[src/rtl/particle_swarm_poly_fit_defines.svh]
// Assertion macros shared by the RTL files.
// Each macro assumes a clock named clk and an active-low reset named rst_n.
`ifndef PARTICLE_SWARM_POLY_FIT_DEFINES_SVH
`define PARTICLE_SWARM_POLY_FIT_DEFINES_SVH

`ifndef SYNTHESIS
// Check that a condition holds at every clock edge outside reset.
`define PSF_ASSERT(lbl, expr, msg) \
    lbl: assert property (@(posedge clk) disable iff (!rst_n) (expr)) else $error(msg);
// Check that a condition holds in the cycle after a trigger.
`define PSF_ASSERT_NEXT(lbl, trig, expr, msg) \
    lbl: assert property (@(posedge clk) disable iff (!rst_n) (trig) |=> (expr)) \
        else $error(msg);
`else
`define PSF_ASSERT(lbl, expr, msg)
`define PSF_ASSERT_NEXT(lbl, trig, expr, msg)
`endif

`endif

[src/rtl/psf_pkg.sv]
`default_nettype none
package psf_pkg;

    localparam int PARTICLES_DEF = 512;
    localparam int SAMPLES_DEF   = 32;
    localparam int DIMENSIONS    = 6;
    localparam int CMDQ_DEPTH    = 2;

    localparam logic [1:0] MODE_LOAD   = 2'd0;
    localparam logic [1:0] MODE_INIT   = 2'd1;
    localparam logic [1:0] MODE_UPDATE = 2'd2;
    localparam logic [1:0] MODE_UNUSED = 2'd3;

    localparam logic [2:0] CFG_COGNITIVE = 3'd0;
    localparam logic [2:0] CFG_SOCIAL    = 3'd1;
    localparam logic [2:0] CFG_VLIMIT    = 3'd2;
    localparam logic [2:0] CFG_PLIMIT    = 3'd3;
    localparam logic [2:0] CFG_SAMPLES   = 3'd4;

    localparam logic [2:0] LAST_DIM = 3'(DIMENSIONS - 1);

    typedef struct packed {
        logic [1:0]         mode;
        logic [8:0]         particle_index;
        logic [2:0]         dimension_index;
        logic [4:0]         sample_index;
        logic signed [31:0] first_value;
        logic signed [31:0] second_value;
        logic [15:0]        inertia_weight;
        logic [15:0]        random_personal;
        logic [15:0]        random_global;
    } in_item_t;

    typedef struct packed {
        logic [2:0]         coordinate_index;
        logic signed [31:0] global_coordinate;
        logic [63:0]        particle_error;
        logic [63:0]        global_best_error;
        logic               personal_improved;
        logic               global_improved;
        logic               last_result;
    } out_item_t;

    // Classified command handed from the front to the back.
    typedef struct packed {
        in_item_t item;
        logic     scores;
    } cmd_t;

    typedef struct packed {
        logic empty;
        logic full;
    } q_status_t;

endpackage
`default_nettype wire

[src/rtl/psf_cmd_queue.sv]
`default_nettype none
`include "particle_swarm_poly_fit_defines.svh"
module psf_cmd_queue (
    input  wire logic          clk,
    input  wire logic          rst_n,
    input  wire logic          q_push,
    input  wire psf_pkg::cmd_t q_cmd,
    input  wire logic          q_pop,
    output psf_pkg::cmd_t      q_head,
    output psf_pkg::q_status_t q_status
);
    import psf_pkg::*;

    localparam int PW = $clog2(CMDQ_DEPTH);
    localparam int CW = $clog2(CMDQ_DEPTH + 1);

    cmd_t          entry_reg [CMDQ_DEPTH];
    logic [PW-1:0] wptr_reg, wptr_next;
    logic [PW-1:0] rptr_reg, rptr_next;
    logic [CW-1:0] count_reg, count_next;
    logic          do_push, do_pop;

    assign q_status.empty = (count_reg == '0);
    assign q_status.full  = (count_reg == CW'(CMDQ_DEPTH));
    assign do_push = q_push && !q_status.full;
    assign do_pop  = q_pop && !q_status.empty;
    assign q_head  = entry_reg[rptr_reg];

    always_comb
    begin
        wptr_next  = do_push ? PW'(32'(wptr_reg) + 1) : wptr_reg;
        rptr_next  = do_pop ? PW'(32'(rptr_reg) + 1) : rptr_reg;
        count_next = count_reg + CW'(do_push) - CW'(do_pop);
    end

    always_ff @(posedge clk or negedge rst_n)
    begin
        if (!rst_n)
        begin
            wptr_reg  <= '0;
            rptr_reg  <= '0;
            count_reg <= '0;
        end
        else
        begin
            wptr_reg  <= wptr_next;
            rptr_reg  <= rptr_next;
            count_reg <= count_next;
        end
    end

    always_ff @(posedge clk)
    begin
        if (do_push)
        begin
            entry_reg[wptr_reg] <= q_cmd;
        end
    end

    `PSF_ASSERT(a_q_count_bound, count_reg <= CW'(CMDQ_DEPTH), "command queue overfilled")

endmodule
`default_nettype wire

[config.mk]
export PLATFORM = sky130hd
export DESIGN_NAME = psf_cmd_queue
export DESIGN_NICKNAME = d
export VERILOG_FILES = /design/src/rtl/psf_pkg.sv /design/src/rtl/psf_cmd_queue.sv
export VERILOG_INCLUDE_DIRS = /design/src /design/src/rtl
export SDC_FILE = /design/constraint.sdc
export NUM_CORES = 1
export LEC_CHECK = 0
export ABC_AREA = 1
export BUFFER_PORTS_ARGS = -buffer_cell sky130_fd_sc_hd__buf_2
export CAP_MARGIN = 10
export CORE_MARGIN = 10
export CORE_UTILIZATION = 30
export DETAILED_ROUTE_END_ITERATION = 12
export SETUP_SLACK_MARGIN = 0.15
export SLEW_MARGIN = 30
export SYNTH_ARGS = -nofsm -noshare
export SYNTH_HDL_FRONTEND = slang
export SYNTH_SLANG_ARGS = --single-unit
export TNS_END_PERCENT = 20
[constraint.sdc]
create_clock -name clk -period 16.6 [get_ports clk]
set_input_delay 3.32 -clock clk [delete_from_list [all_inputs] [get_ports clk]]
set_output_delay 3.32 -clock clk [all_outputs]
set_load 0.01 [all_outputs]
=== Word level (Yosys, flattened, before mapping) ===
Memories as Yosys holds them, arrays and structs flattened.
Index checks and enable logic that the tools add are counted.

* Bits in registers: 4
* Latch bits: 0
* RAM bits: 264
* Bits in read-only memories: 0
* Bits of input ports: 136
* Output and inout bits: 134
* Word-level logic and storage cells: 16
* Memories kept: 1

* Add/subtract/negate cells: 4
* Multiply operators: 0
* Divide/modulo/power cells: 0
* Magnitude comparators: 0
* Eq/ne operators: 1
* Shift operators: 0
* Multiplexer cells: 2
* Bitwise gates (word level): 0
* Reduce and logical (&&, ||, !) cells: 5

{| class="wikitable"
|+ Memory list
! memory !! words !! bits a word !! rd ports !! clocked after memory_dff !! wr ports !! RTL line !! RTL
|-
| entry_reg || 2 || 132 || 1 || 0 || 1 || psf_cmd_queue.sv:17 || <nowiki>cmd_t entry_reg [CMDQ_DEPTH];</nowiki>
|}

{| class="wikitable"
|+ Operators with widths
! cell !! number
|-
| adder 1 bit (second input constant) || 2
|-
| adder 2 x 1 -> 2 bit || 1
|-
| == test 2 bit (second input constant) || 1
|-
| logical AND 1 bit || 2
|-
| logical NOT 1 bit || 2
|-
| logical NOT 2 bit || 1
|-
| two-way mux 1 bit || 2
|-
| subtractor 2 x 1 -> 2 bit || 1
|}

=== Logic depth before layout (Yosys ltp) ===
Gate-level depths: netlist of run 1.

* Depth in word-level cells: 5
* Mapped depth: 10
* Mapped depth without buffers: 10

=== Least setup slack after synthesis of run 1 ===
OpenSTA, ideal clock, no wires.

* Kind: input to register
* From: input q_push
* To: memory entry_reg[1][0] in the netlist's numbering (enable)
* Library setup time: 624 ps
* Arrival time: 8888 ps
* Data required time: 15976 ps
* Slack: 7088 ps
* Stages on the path: 2
* Path buffers: 0
* Path through: nand2_1 > nor2_1

* Longest elaborated chain between the ends: 3

{| class="wikitable"
|+ Ends and longest elaborated chain
! element !! RTL line !! RTL
|-
| from (decl) || psf_cmd_queue.sv:6 || <nowiki>input wire logic q_push,</nowiki>
|-
| logical AND 1 bit || psf_cmd_queue.sv:25 || <nowiki>assign do_push = q_push && !q_status.full;</nowiki>
|-
| two-way mux 1 bit || psf_cmd_queue.sv:54 || <nowiki>if (do_push)</nowiki>
|-
| two-way mux 1 bit (implied by the code) || psf_cmd_queue.sv:56 || <nowiki>entry_reg[wptr_reg] <= q_cmd;</nowiki>
|-
| to (decl) || psf_cmd_queue.sv:17 ||
|}

Every way passes these cells.

==> flow_results.xml, run 1 <==
<?xml version="1.0" encoding="UTF-8"?>
<metrics>
  <group name="pwr">
    <metric name="standby_leakage_power" unit="uW">0.005334</metric>
    <metric name="p_per_area" unit="nW/um^2">180.4</metric>
    <metric name="power.ir.vdd_worst" unit="uV">110.2</metric>
  </group>
  <group name="timing">
    <metric name="tightestPinTransition" unit="ps">925.0</metric>
    <metric name="grt_setup_unrepaired" unit="">false</metric>
    <metric name="timing.max_slew.rel_slack" unit="">0.3833</metric>
    <metric name="finalSetupViolations" unit="">0</metric>
    <metric name="slew_violations" unit="">0</metric>
    <metric name="achievable-frequency" unit="GHz">0.1528</metric>
    <metric name="final_period_demand_of_the_worst_path" unit="ps">6544</metric>
    <metric name="clock-skew-final" unit="ps">8.747</metric>
    <metric name="tns" unit="ps">0</metric>
    <metric name="timing.final.crit_share" unit="">0.3942</metric>
    <metric name="fin_worst_hold_slack" unit="ps">481.8</metric>
    <metric name="final_hold_viol_count" unit="">0</metric>
  </group>
  <group name="synthesis">
    <metric name="synth.largest_area_cell" unit="">edfxtp_1</metric>
    <metric name="synth_cell_types" unit="">11</metric>
    <metric name="syn_area_per_cell" unit="sq um">13.63</metric>
    <metric name="syn-num-nets" unit="">861</metric>
    <metric name="ys_top_cells_by_area" unit="">edfxtp_1 80%, nand2_1 16%, buf_6 1.0%</metric>
    <metric name="yosys_warnings" unit="">0</metric>
    <metric name="yosys_register_bits" unit="">268</metric>
    <metric name="synth_area" unit="sq um">9857</metric>
    <metric name="synthesis.instances" unit="">723</metric>
    <metric name="synth_largest_type_area_fraction" unit="">0.8043</metric>
    <metric name="yosysSeqAreaShare" unit="">0.8144</metric>
  </group>
  <group name="floorplan">
    <metric name="die_y" unit="microns">201.3</metric>
    <metric name="fp-row-count" unit="">66</metric>
    <metric name="die_width" unit="microns">201.3</metric>
    <metric name="coreArea" unit="sq um">32450</metric>
    <metric name="io_pins" unit="">270</metric>
    <metric name="initial_core_util" unit="">0.3037</metric>
    <metric name="design.die.area" unit="sq um">40510</metric>
  </group>
  <group name="critical_path">
    <metric name="critical_path.max_fanout" unit="">74</metric>
    <metric name="setup.worst_path.class" unit="">flip-flop to output port</metric>
    <metric name="crit_required" unit="ps">13280</metric>
    <metric name="cpMostUsedCell" unit="">nand2_1</metric>
    <metric name="timing.critical_path.from_type" unit="">flip-flop</metric>
    <metric name="critical-path-max-stage-delay" unit="ps">750</metric>
    <metric name="critical_path.n_buffers_inverters" unit="">3</metric>
    <metric name="cp_top_family" unit="">buffers and inverters</metric>
    <metric name="worst_setup_end_kind" unit="">output port</metric>
    <metric name="crit_chain" unit="">inv_4 &gt; buf_4 &gt; nand2_1 &gt; nand2_1 &gt; buf_2</metric>
    <metric name="critical_path_arrival" unit="ps">3220</metric>
    <metric name="timing.critical_path.slowest_stage_cell" unit="">buf_4</metric>
  </group>
  <group name="finish">
    <metric name="layout-area-overhead-vs-synth" unit="%">26.99</metric>
    <metric name="fin_area" unit="sq um">12520</metric>
    <metric name="final_common_cell" unit="">nand2_1</metric>
    <metric name="mostFrequentLayoutCells" unit="">409 x nand2_1, 269 x buf_2, 264 x edfxtp_1</metric>
    <metric name="post_layout_nets" unit="">1138</metric>
    <metric name="largest_register_ff_count" unit="">264</metric>
    <metric name="post_route_cells_drive_above_1_share" unit="">0.3088</metric>
  </group>
  <group name="clock_network">
    <metric name="number_of_clock_sinks" unit="">268</metric>
    <metric name="cts-buffers-inserted" unit="">29</metric>
    <metric name="clkLatencyLatePin" unit="ps">540</metric>
    <metric name="clock_tree.buffer_depth" unit="">3</metric>
    <metric name="h_tree_lvls" unit="">1</metric>
    <metric name="post-cts-setup-buffer-count" unit="">0</metric>
    <metric name="post_cts_hold_buffer_count" unit="">0</metric>
    <metric name="clockRootBuffer" unit="">clkbuf_16</metric>
    <metric name="resized_after_cts" unit="">0</metric>
    <metric name="clk_pin_slew" unit="ps">60</metric>
    <metric name="tritoncts_clock_tree" unit="">done</metric>
  </group>
  <group name="global_routing">
    <metric name="antenna_found_initial" unit="">5</metric>
    <metric name="grt_overflow_total" unit="">0</metric>
    <metric name="largest_net_degree_at_the_start_of_global_routing" unit="">81</metric>
    <metric name="total_routing_resource_utilization_after_global_routing" unit="">0.1129</metric>
    <metric name="wire_length_of_the_first_global_routing_pass" unit="mm">36.40</metric>
    <metric name="first_global_vias" unit="">6210</metric>
  </group>
  <group name="placement">
    <metric name="detailed_place.area" unit="sq um">11630</metric>
    <metric name="place.port_buffers" unit="">269</metric>
    <metric name="gp_routability_congestion" unit="">0.7131</metric>
    <metric name="hpwlAfterDp" unit="mm">15.90</metric>
  </group>
  <group name="outcome">
    <metric name="status" unit="">finished clean</metric>
  </group>
  <group name="drt">
    <metric name="wl" unit="mm">24.01</metric>
    <metric name="dr.first_iter.drc_count" unit="">313</metric>
    <metric name="drt-vias-per-instance" unit="">4.180</metric>
    <metric name="wire_per_inst" unit="microns">16.39</metric>
    <metric name="routed_antenna_nets" unit="">0</metric>
    <metric name="num_vias" unit="">6123</metric>
    <metric name="post-route-drc-count" unit="">0</metric>
    <metric name="detailedRoute.firstPassIterationCount" unit="">4</metric>
  </group>
  <group name="hold_path">
    <metric name="hold_class" unit="">flip-flop to flip-flop</metric>
  </group>
  <group name="flow_run">
    <metric name="max-cap-violations" unit="">0</metric>
  </group>
</metrics>
==> final timing paths <==
check	start	endpoint	slack [ps]	cells after the start
worst min register to register	wptr_reg	wptr_reg	480	2
max in group asynchronous	rst_n	rptr_reg	13870	1
worst min-delay path	wptr_reg	wptr_reg	480	2
worst max register to register	count_reg[1]	entry_reg[1][4]	13630	5
worst max-delay path	rptr_reg	q_head[76]	10060	5
min in group asynchronous	rst_n	rptr_reg	2580	1
==> cell usage after synthesis <==
cell type / instances
buf_2: 18
buf_4: 2
buf_6: 9
dfrtp_1: 4
edfxtp_1: 264
ha_1: 2
inv_1: 10
inv_4: 1
nand2_1: 409
nand3_1: 3
nor2_1: 1
==> per-stage QoR <==
stage / total power [uW] / utilization / setup slack, ps / std cells
finish: 2258 / 0.3857 / 10060 / 1465
global route: 2406 / 0.3855 / 9802 / 1463
CTS: 2310 / 0.3855 / 9924 / 1462
detailed placement: 1707 / 0.3585 / 10520 / 1411
global placement: 1690 / 0.3575 / 10310 / 1410
floorplan: 1410 / - / 7088 / 723
==> power by group <==
part	switching [uW]	total, uW	internal, uW	leakage [uW]
clock	247	597	350	0.000426
combinational	469	684	215	0.00240
sequential	53.1	977	924	0.00250
total	769	2260	1490	0.00533
==> worst reg2reg max path, delay by kind of cell (launching register included) <==
family,cells,cell delay (ps)
flip-flops,1,400
buffers and inverters,2,1420
AND/OR/NAND/NOR,3,680
==> logic make-up (layout without fill, tap and decap cells) <==
kind of cell	count (synthesis)	in the layout	share of synthesized area
buffers and inverters	40	337	0.02539
adder cells (fa/ha/maj)	2	2	0.002538
other	0	3	0
AND/OR/NAND/NOR	413	413	0.1577
flip-flops	268	268	0.8144
==> layout make-up <==
| cell class | count | area (sq um) |
|---|---|---|
| clock inverter | 13 | 115.1 |
| multi-input combinational | 415 | 1587 |
| clock buffer | 38 | 759.5 |
| timing repair buffer | 275 | 1415 |
| tap | 442 | 553.0 |
| fill | 3101 | 19940 |
| sequential | 268 | 8031 |
| inverter | 11 | 48.80 |
| antenna | 3 | 7.507 |
==> per-layer routing <==
layer / global-route usage / share of wire
met5: 0 / 0.0019
met4: 0.03732 / 0.029
met3: 0.03663 / 0.067
met2: 0.2027 / 0.52
met1: 0.1232 / 0.39
Note: power is estimated with default switching activity, not from simulation.
==> run 2, diff against run 1 <==
clock period = 6.6 ns   (was 16.6 ns; I/O delays follow)
==> flow_results.xml, run 2 (same netlist as run 1, synthesis figures left out) <==
<?xml version="1.0" encoding="UTF-8"?>
<metrics>
  <group name="clock_network">
    <metric name="h_tree_lvls" unit="">1</metric>
    <metric name="clock_tree.buffer_depth" unit="">3</metric>
    <metric name="cts-buffers-inserted" unit="">29</metric>
    <metric name="resized_after_cts" unit="">0</metric>
    <metric name="clk_pin_slew" unit="ps">60</metric>
    <metric name="post-cts-setup-buffer-count" unit="">0</metric>
    <metric name="clkLatencyLatePin" unit="ps">540</metric>
    <metric name="number_of_clock_sinks" unit="">268</metric>
    <metric name="post_cts_hold_buffer_count" unit="">0</metric>
    <metric name="tritoncts_clock_tree" unit="">done</metric>
    <metric name="clockRootBuffer" unit="">clkbuf_16</metric>
  </group>
  <group name="critical_path">
    <metric name="crit_required" unit="ps">5280</metric>
    <metric name="rrSetupSlack" unit="ps">4260</metric>
    <metric name="crit-reg2reg-capture" unit="">entry_reg[0][71]</metric>
    <metric name="rr_startpoint" unit="">count_reg[1]</metric>
    <metric name="worst_setup_end_kind" unit="">output port</metric>
    <metric name="timing.critical_path.from_type" unit="">flip-flop</metric>
    <metric name="ff2ff_path_depth" unit="">4</metric>
    <metric name="critical_path_arrival" unit="ps">2790</metric>
    <metric name="critical_path.max_fanout" unit="">73</metric>
    <metric name="endpoint" unit="">q_head[92]</metric>
    <metric name="setup.worst_path.class" unit="">flip-flop to output port</metric>
    <metric name="critical_path.startpoint" unit="">rptr_reg</metric>
  </group>
  <group name="drt">
    <metric name="detailedRoute.firstPassIterationCount" unit="">5</metric>
    <metric name="drt-vias-per-instance" unit="">4.220</metric>
    <metric name="num_vias" unit="">6174</metric>
    <metric name="routed_antenna_nets" unit="">0</metric>
    <metric name="wire_per_inst" unit="microns">16.65</metric>
    <metric name="post-route-drc-count" unit="">0</metric>
    <metric name="dr.first_iter.drc_count" unit="">266</metric>
    <metric name="wl" unit="mm">24.36</metric>
  </group>
  <group name="finish">
    <metric name="final_common_cell" unit="">nand2_1</metric>
    <metric name="utilization" unit="">0.3879</metric>
    <metric name="mostFrequentLayoutCells" unit="">409 x nand2_1, 269 x buf_2, 264 x edfxtp_1</metric>
    <metric name="post_layout_nets" unit="">1138</metric>
    <metric name="layout-area-overhead-vs-synth" unit="%">27.72</metric>
    <metric name="final_std_cells_w_o_fill" unit="">1463</metric>
    <metric name="fin_area" unit="sq um">12590</metric>
    <metric name="post_route_cells_drive_above_1_share" unit="">0.3173</metric>
    <metric name="largest_register_ff_count" unit="">264</metric>
  </group>
  <group name="placement">
    <metric name="gp_routability_congestion" unit="">0.7368</metric>
    <metric name="placedCellCount" unit="">1411</metric>
    <metric name="hpwlAfterDp" unit="mm">16.03</metric>
    <metric name="place.port_buffers" unit="">269</metric>
    <metric name="detailed_place.area" unit="sq um">11620</metric>
  </group>
  <group name="timing">
    <metric name="slew_violations" unit="">0</metric>
    <metric name="grt_setup_unrepaired" unit="">false</metric>
    <metric name="final_period_demand_of_the_worst_path" unit="ps">4109</metric>
    <metric name="tightestPinTransition" unit="ps">876.7</metric>
    <metric name="clock-skew-final" unit="ps">11.28</metric>
    <metric name="achievable-frequency" unit="GHz">0.2434</metric>
    <metric name="timing.max_slew.rel_slack" unit="">0.4155</metric>
    <metric name="final_hold_viol_count" unit="">0</metric>
    <metric name="tns" unit="ps">0</metric>
    <metric name="timing.final.crit_share" unit="">0.6226</metric>
    <metric name="finalSetupViolations" unit="">0</metric>
  </group>
  <group name="outcome">
    <metric name="status" unit="">finished clean</metric>
  </group>
  <group name="hold_path">
    <metric name="hold_class" unit="">flip-flop to flip-flop</metric>
    <metric name="worst_hold_startpoint" unit="">wptr_reg</metric>
  </group>
  <group name="global_routing">
    <metric name="antenna_found_initial" unit="">6</metric>
    <metric name="grt_overflow_total" unit="">0</metric>
    <metric name="total_routing_resource_utilization_after_global_routing" unit="">0.1160</metric>
    <metric name="first_global_vias" unit="">6320</metric>
    <metric name="largest_net_degree_at_the_start_of_global_routing" unit="">93</metric>
    <metric name="wire_length_of_the_first_global_routing_pass" unit="mm">37.32</metric>
  </group>
  <group name="floorplan">
    <metric name="coreArea" unit="sq um">32450</metric>
    <metric name="fp-row-count" unit="">66</metric>
    <metric name="die_y" unit="microns">201.3</metric>
    <metric name="initial_core_util" unit="">0.3037</metric>
    <metric name="io_pins" unit="">270</metric>
    <metric name="die_width" unit="microns">201.3</metric>
    <metric name="design.die.area" unit="sq um">40510</metric>
  </group>
  <group name="flow_run">
    <metric name="max-cap-violations" unit="">0</metric>
  </group>
  <group name="pwr">
    <metric name="p_per_area" unit="nW/um^2">460.7</metric>
    <metric name="post-layout-total-power" unit="uW">5801</metric>
    <metric name="standby_leakage_power" unit="uW">0.005369</metric>
    <metric name="power.ir.vdd_worst" unit="uV">281.6</metric>
  </group>
</metrics>
-- run 2: how the worst min path moves through the flow --
stage / to / slack (ps) / cells past startpoint
6_report: wptr_reg / 480 / 2
2_1_floorplan: wptr_reg / 440 / 2
4_1_cts: wptr_reg / 480 / 2
3_3_place_gp: wptr_reg / 450 / 2
3_5_place_dp: wptr_reg / 470 / 2
5_1_grt: wptr_reg / 500 / 2
-- run 2: metal layers --
metal,vias to the layer above,track usage,part of all wire
met2,177,0.2021,0.51
met5,-,0,0.0017
met4,6,0.04322,0.028
met3,52,0.03341,0.071
met1,2938,0.1325,0.39
li1,3001,-,-
-- run 2: cell type report --
| type | instances | area, sq um |
|---|---|---|
| fillers | 3097 | 19860 |
| flip-flops and latches | 268 | 8031 |
| multi-input cells | 415 | 1587 |
| repair buffers | 275 | 1404 |
| clock buffers | 30 | 729.5 |
| well taps | 442 | 553.0 |
| clock inverters | 19 | 226.5 |
| inverters | 11 | 51.30 |
| diodes | 3 | 7.507 |
-- run 2: stage by stage --
step	hold slack, ps	worst slack (ps)
floorplan	441.9	1317
global placement	453.3	2976
detailed placement	470.5	2944
CTS	483.3	2351
global route	504.2	2242
finish	480.3	2491
-- run 2: worst max-delay path, cell delays in order (launching register included) --
cell	delay (ps)
dfrtp_4	790
inv_4	470
buf_4	560
nand2_1	110
nand2_1	120
buf_2	140
-- run 2: power by group --
group / internal [uW] / total [uW] / switching [uW]
Clock: 990 / 1630 / 643
Sequential: 2320 / 2480 / 153
Combinational: 536 / 1690 / 1160
Total: 3850 / 5800 / 1950
==> run 3, diff against run 2 <==
clock period = 4 ns   (was 6.6 ns; I/O delays follow)
==> flow_results.xml, run 3 (same netlist as run 1, synthesis figures left out) <==
<?xml version="1.0" encoding="UTF-8"?>
<metrics>
  <group name="outcome">
    <metric name="status" unit="">finished clean</metric>
  </group>
  <group name="critical_path">
    <metric name="cpMostUsedCell" unit="">nand2_1</metric>
    <metric name="timing.critical_path.slowest_stage_cell" unit="">dfrtp_4</metric>
    <metric name="critical-path-max-stage-delay" unit="ps">640</metric>
    <metric name="ff2ff_path_depth" unit="">4</metric>
    <metric name="crit_required" unit="ps">3200</metric>
    <metric name="setup.worst_path.class" unit="">flip-flop to output port</metric>
    <metric name="worst_setup_end_kind" unit="">output port</metric>
    <metric name="timing.critical_path.from_type" unit="">flip-flop</metric>
    <metric name="critical_path_arrival" unit="ps">2060</metric>
    <metric name="critical_path.max_fanout" unit="">78</metric>
    <metric name="crit_chain" unit="">inv_4 &gt; buf_12 &gt; nand2_1 &gt; nand2_1 &gt; buf_2</metric>
  </group>
  <group name="clock_network">
    <metric name="clock_tree.buffer_depth" unit="">3</metric>
    <metric name="cts-buffers-inserted" unit="">29</metric>
    <metric name="post-cts-setup-buffer-count" unit="">0</metric>
    <metric name="post_cts_hold_buffer_count" unit="">0</metric>
    <metric name="number_of_clock_sinks" unit="">268</metric>
    <metric name="h_tree_lvls" unit="">1</metric>
    <metric name="clockRootBuffer" unit="">clkbuf_16</metric>
    <metric name="clkLatencyLatePin" unit="ps">530</metric>
    <metric name="clk_pin_slew" unit="ps">60</metric>
    <metric name="resized_after_cts" unit="">0</metric>
    <metric name="tritoncts_clock_tree" unit="">done</metric>
  </group>
  <group name="finish">
    <metric name="utilization" unit="">0.3874</metric>
    <metric name="fillCellCount" unit="">3092</metric>
    <metric name="final_std_cells_w_o_fill" unit="">1468</metric>
    <metric name="post_route_cells_drive_above_1_share" unit="">0.3089</metric>
    <metric name="seqCellArea" unit="sq um">8031</metric>
    <metric name="post_layout_nets" unit="">1140</metric>
    <metric name="largest_register_ff_count" unit="">264</metric>
    <metric name="mostFrequentLayoutCells" unit="">409 x nand2_1, 269 x buf_2, 264 x edfxtp_1</metric>
    <metric name="multi_input_area" unit="sq um">1587</metric>
    <metric name="fin_area" unit="sq um">12570</metric>
    <metric name="final_common_cell" unit="">nand2_1</metric>
    <metric name="layout-area-overhead-vs-synth" unit="%">27.55</metric>
  </group>
  <group name="global_routing">
    <metric name="antenna_found_initial" unit="">5</metric>
    <metric name="largest_net_degree_at_the_start_of_global_routing" unit="">80</metric>
    <metric name="groute.layer.met3.usage" unit="">0.04402</metric>
    <metric name="met2_track_demand_over_resource_in_global_routing" unit="">0.1929</metric>
    <metric name="grt_overflow_total" unit="">0</metric>
    <metric name="globalRoute.busiestLayer" unit="">met2</metric>
    <metric name="total_routing_resource_utilization_after_global_routing" unit="">0.1133</metric>
    <metric name="first_global_vias" unit="">6352</metric>
    <metric name="grt.met1_usage" unit="">0.1301</metric>
    <metric name="wire_length_of_the_first_global_routing_pass" unit="mm">36.81</metric>
  </group>
  <group name="placement">
    <metric name="place.port_buffers" unit="">269</metric>
    <metric name="detailed_place.area" unit="sq um">11690</metric>
    <metric name="hpwlAfterDp" unit="mm">16.11</metric>
    <metric name="placedCellCount" unit="">1413</metric>
    <metric name="gp_routability_congestion" unit="">0.7326</metric>
  </group>
  <group name="timing">
    <metric name="slew_violations" unit="">0</metric>
    <metric name="timing.max_slew.rel_slack" unit="">0.4401</metric>
    <metric name="grt_setup_unrepaired" unit="">false</metric>
    <metric name="finalSetupViolations" unit="">0</metric>
    <metric name="tightestPinTransition" unit="ps">839.8</metric>
    <metric name="clock-skew-final" unit="ps">9.017</metric>
    <metric name="timing.final.crit_share" unit="">0.7159</metric>
    <metric name="final_period_demand_of_the_worst_path" unit="ps">2863</metric>
    <metric name="final_hold_viol_count" unit="">0</metric>
    <metric name="achievable-frequency" unit="GHz">0.3492</metric>
    <metric name="tns" unit="ps">0</metric>
  </group>
  <group name="floorplan">
    <metric name="io_pins" unit="">270</metric>
    <metric name="coreArea" unit="sq um">32450</metric>
    <metric name="initial_core_util" unit="">0.3037</metric>
    <metric name="fp-row-count" unit="">66</metric>
    <metric name="die_y" unit="microns">201.3</metric>
    <metric name="design.die.area" unit="sq um">40510</metric>
    <metric name="die_width" unit="microns">201.3</metric>
  </group>
  <group name="drt">
    <metric name="wire_per_inst" unit="microns">16.32</metric>
    <metric name="drt-vias-per-instance" unit="">4.203</metric>
    <metric name="post-route-drc-count" unit="">0</metric>
    <metric name="dr.first_iter.drc_count" unit="">194</metric>
    <metric name="wl" unit="mm">23.95</metric>
    <metric name="num_vias" unit="">6170</metric>
    <metric name="detailedRoute.firstPassIterationCount" unit="">5</metric>
    <metric name="routed_antenna_nets" unit="">0</metric>
  </group>
  <group name="hold_path">
    <metric name="hold_class" unit="">input port to async pin</metric>
  </group>
  <group name="flow_run">
    <metric name="max-cap-violations" unit="">0</metric>
  </group>
  <group name="pwr">
    <metric name="p_per_area" unit="nW/um^2">748.0</metric>
    <metric name="power.ir.vdd_worst" unit="uV">346.2</metric>
    <metric name="standby_leakage_power" unit="uW">0.005352</metric>
  </group>
</metrics>
==> run 3: power by group <==
part / total (uW) / internal, uW / switching (uW)
clock network: 2450 / 1450 / 1000
logic: 2940 / 936 / 2000
registers: 4010 / 3830 / 183
==> run 3: cell type report <==
cell class,instances,area share
sequential,268,0.6388
multi-input combinational,415,0.1262
timing repair buffer,277,0.1168
clock buffer,38,0.06041
tap,442,0.04399
clock inverter,14,0.009256
inverter,11,0.003881
antenna,3,0.0005971
==> run 3: critical path: cells and delay by family (launching register included) <==
kind	cells	cell delay (ps)
and+or+nand+nor	2	190
buffers and inverters	3	560
DFF	1	640
==> run 3: path summary, 6_finish.rpt <==
| check | end | startpoint | slack [ps] |
|---|---|---|---|
| max | q_head[57] | rptr_reg | 1140 |
| min | wptr_reg | rst_n | 70 |
| max reg2reg | entry_reg[0][62] | count_reg[1] | 2060 |
| min reg2reg | wptr_reg | wptr_reg | 480 |
| max in group asynchronous | rptr_reg | rst_n | 3780 |
| min in group clk | entry_reg[1][8] | q_cmd[8] | 450 |
==> run 3: through the flow <==
stage / power [uW] / hold WS (ps) / setup WS [ps]
after floorplan: 5807 / 441.9 / 63.70
after global placement: 7074 / 458.4 / 1643
after detailed placement: 7114 / 471.1 / 1625
after CTS: 9612 / 22.62 / 1088
after global routing: 10020 / 35.20 / 1005
final: 9404 / 66.21 / 1137
==> run 3: per-layer routing <==
metal | part of all wire | vias up
met1 | 0.40 | 2923
met4 | 0.022 | 4
met2 | 0.48 | 209
met3 | 0.088 | 42
li1 | - | 2992
met5 | 0.0011 | -
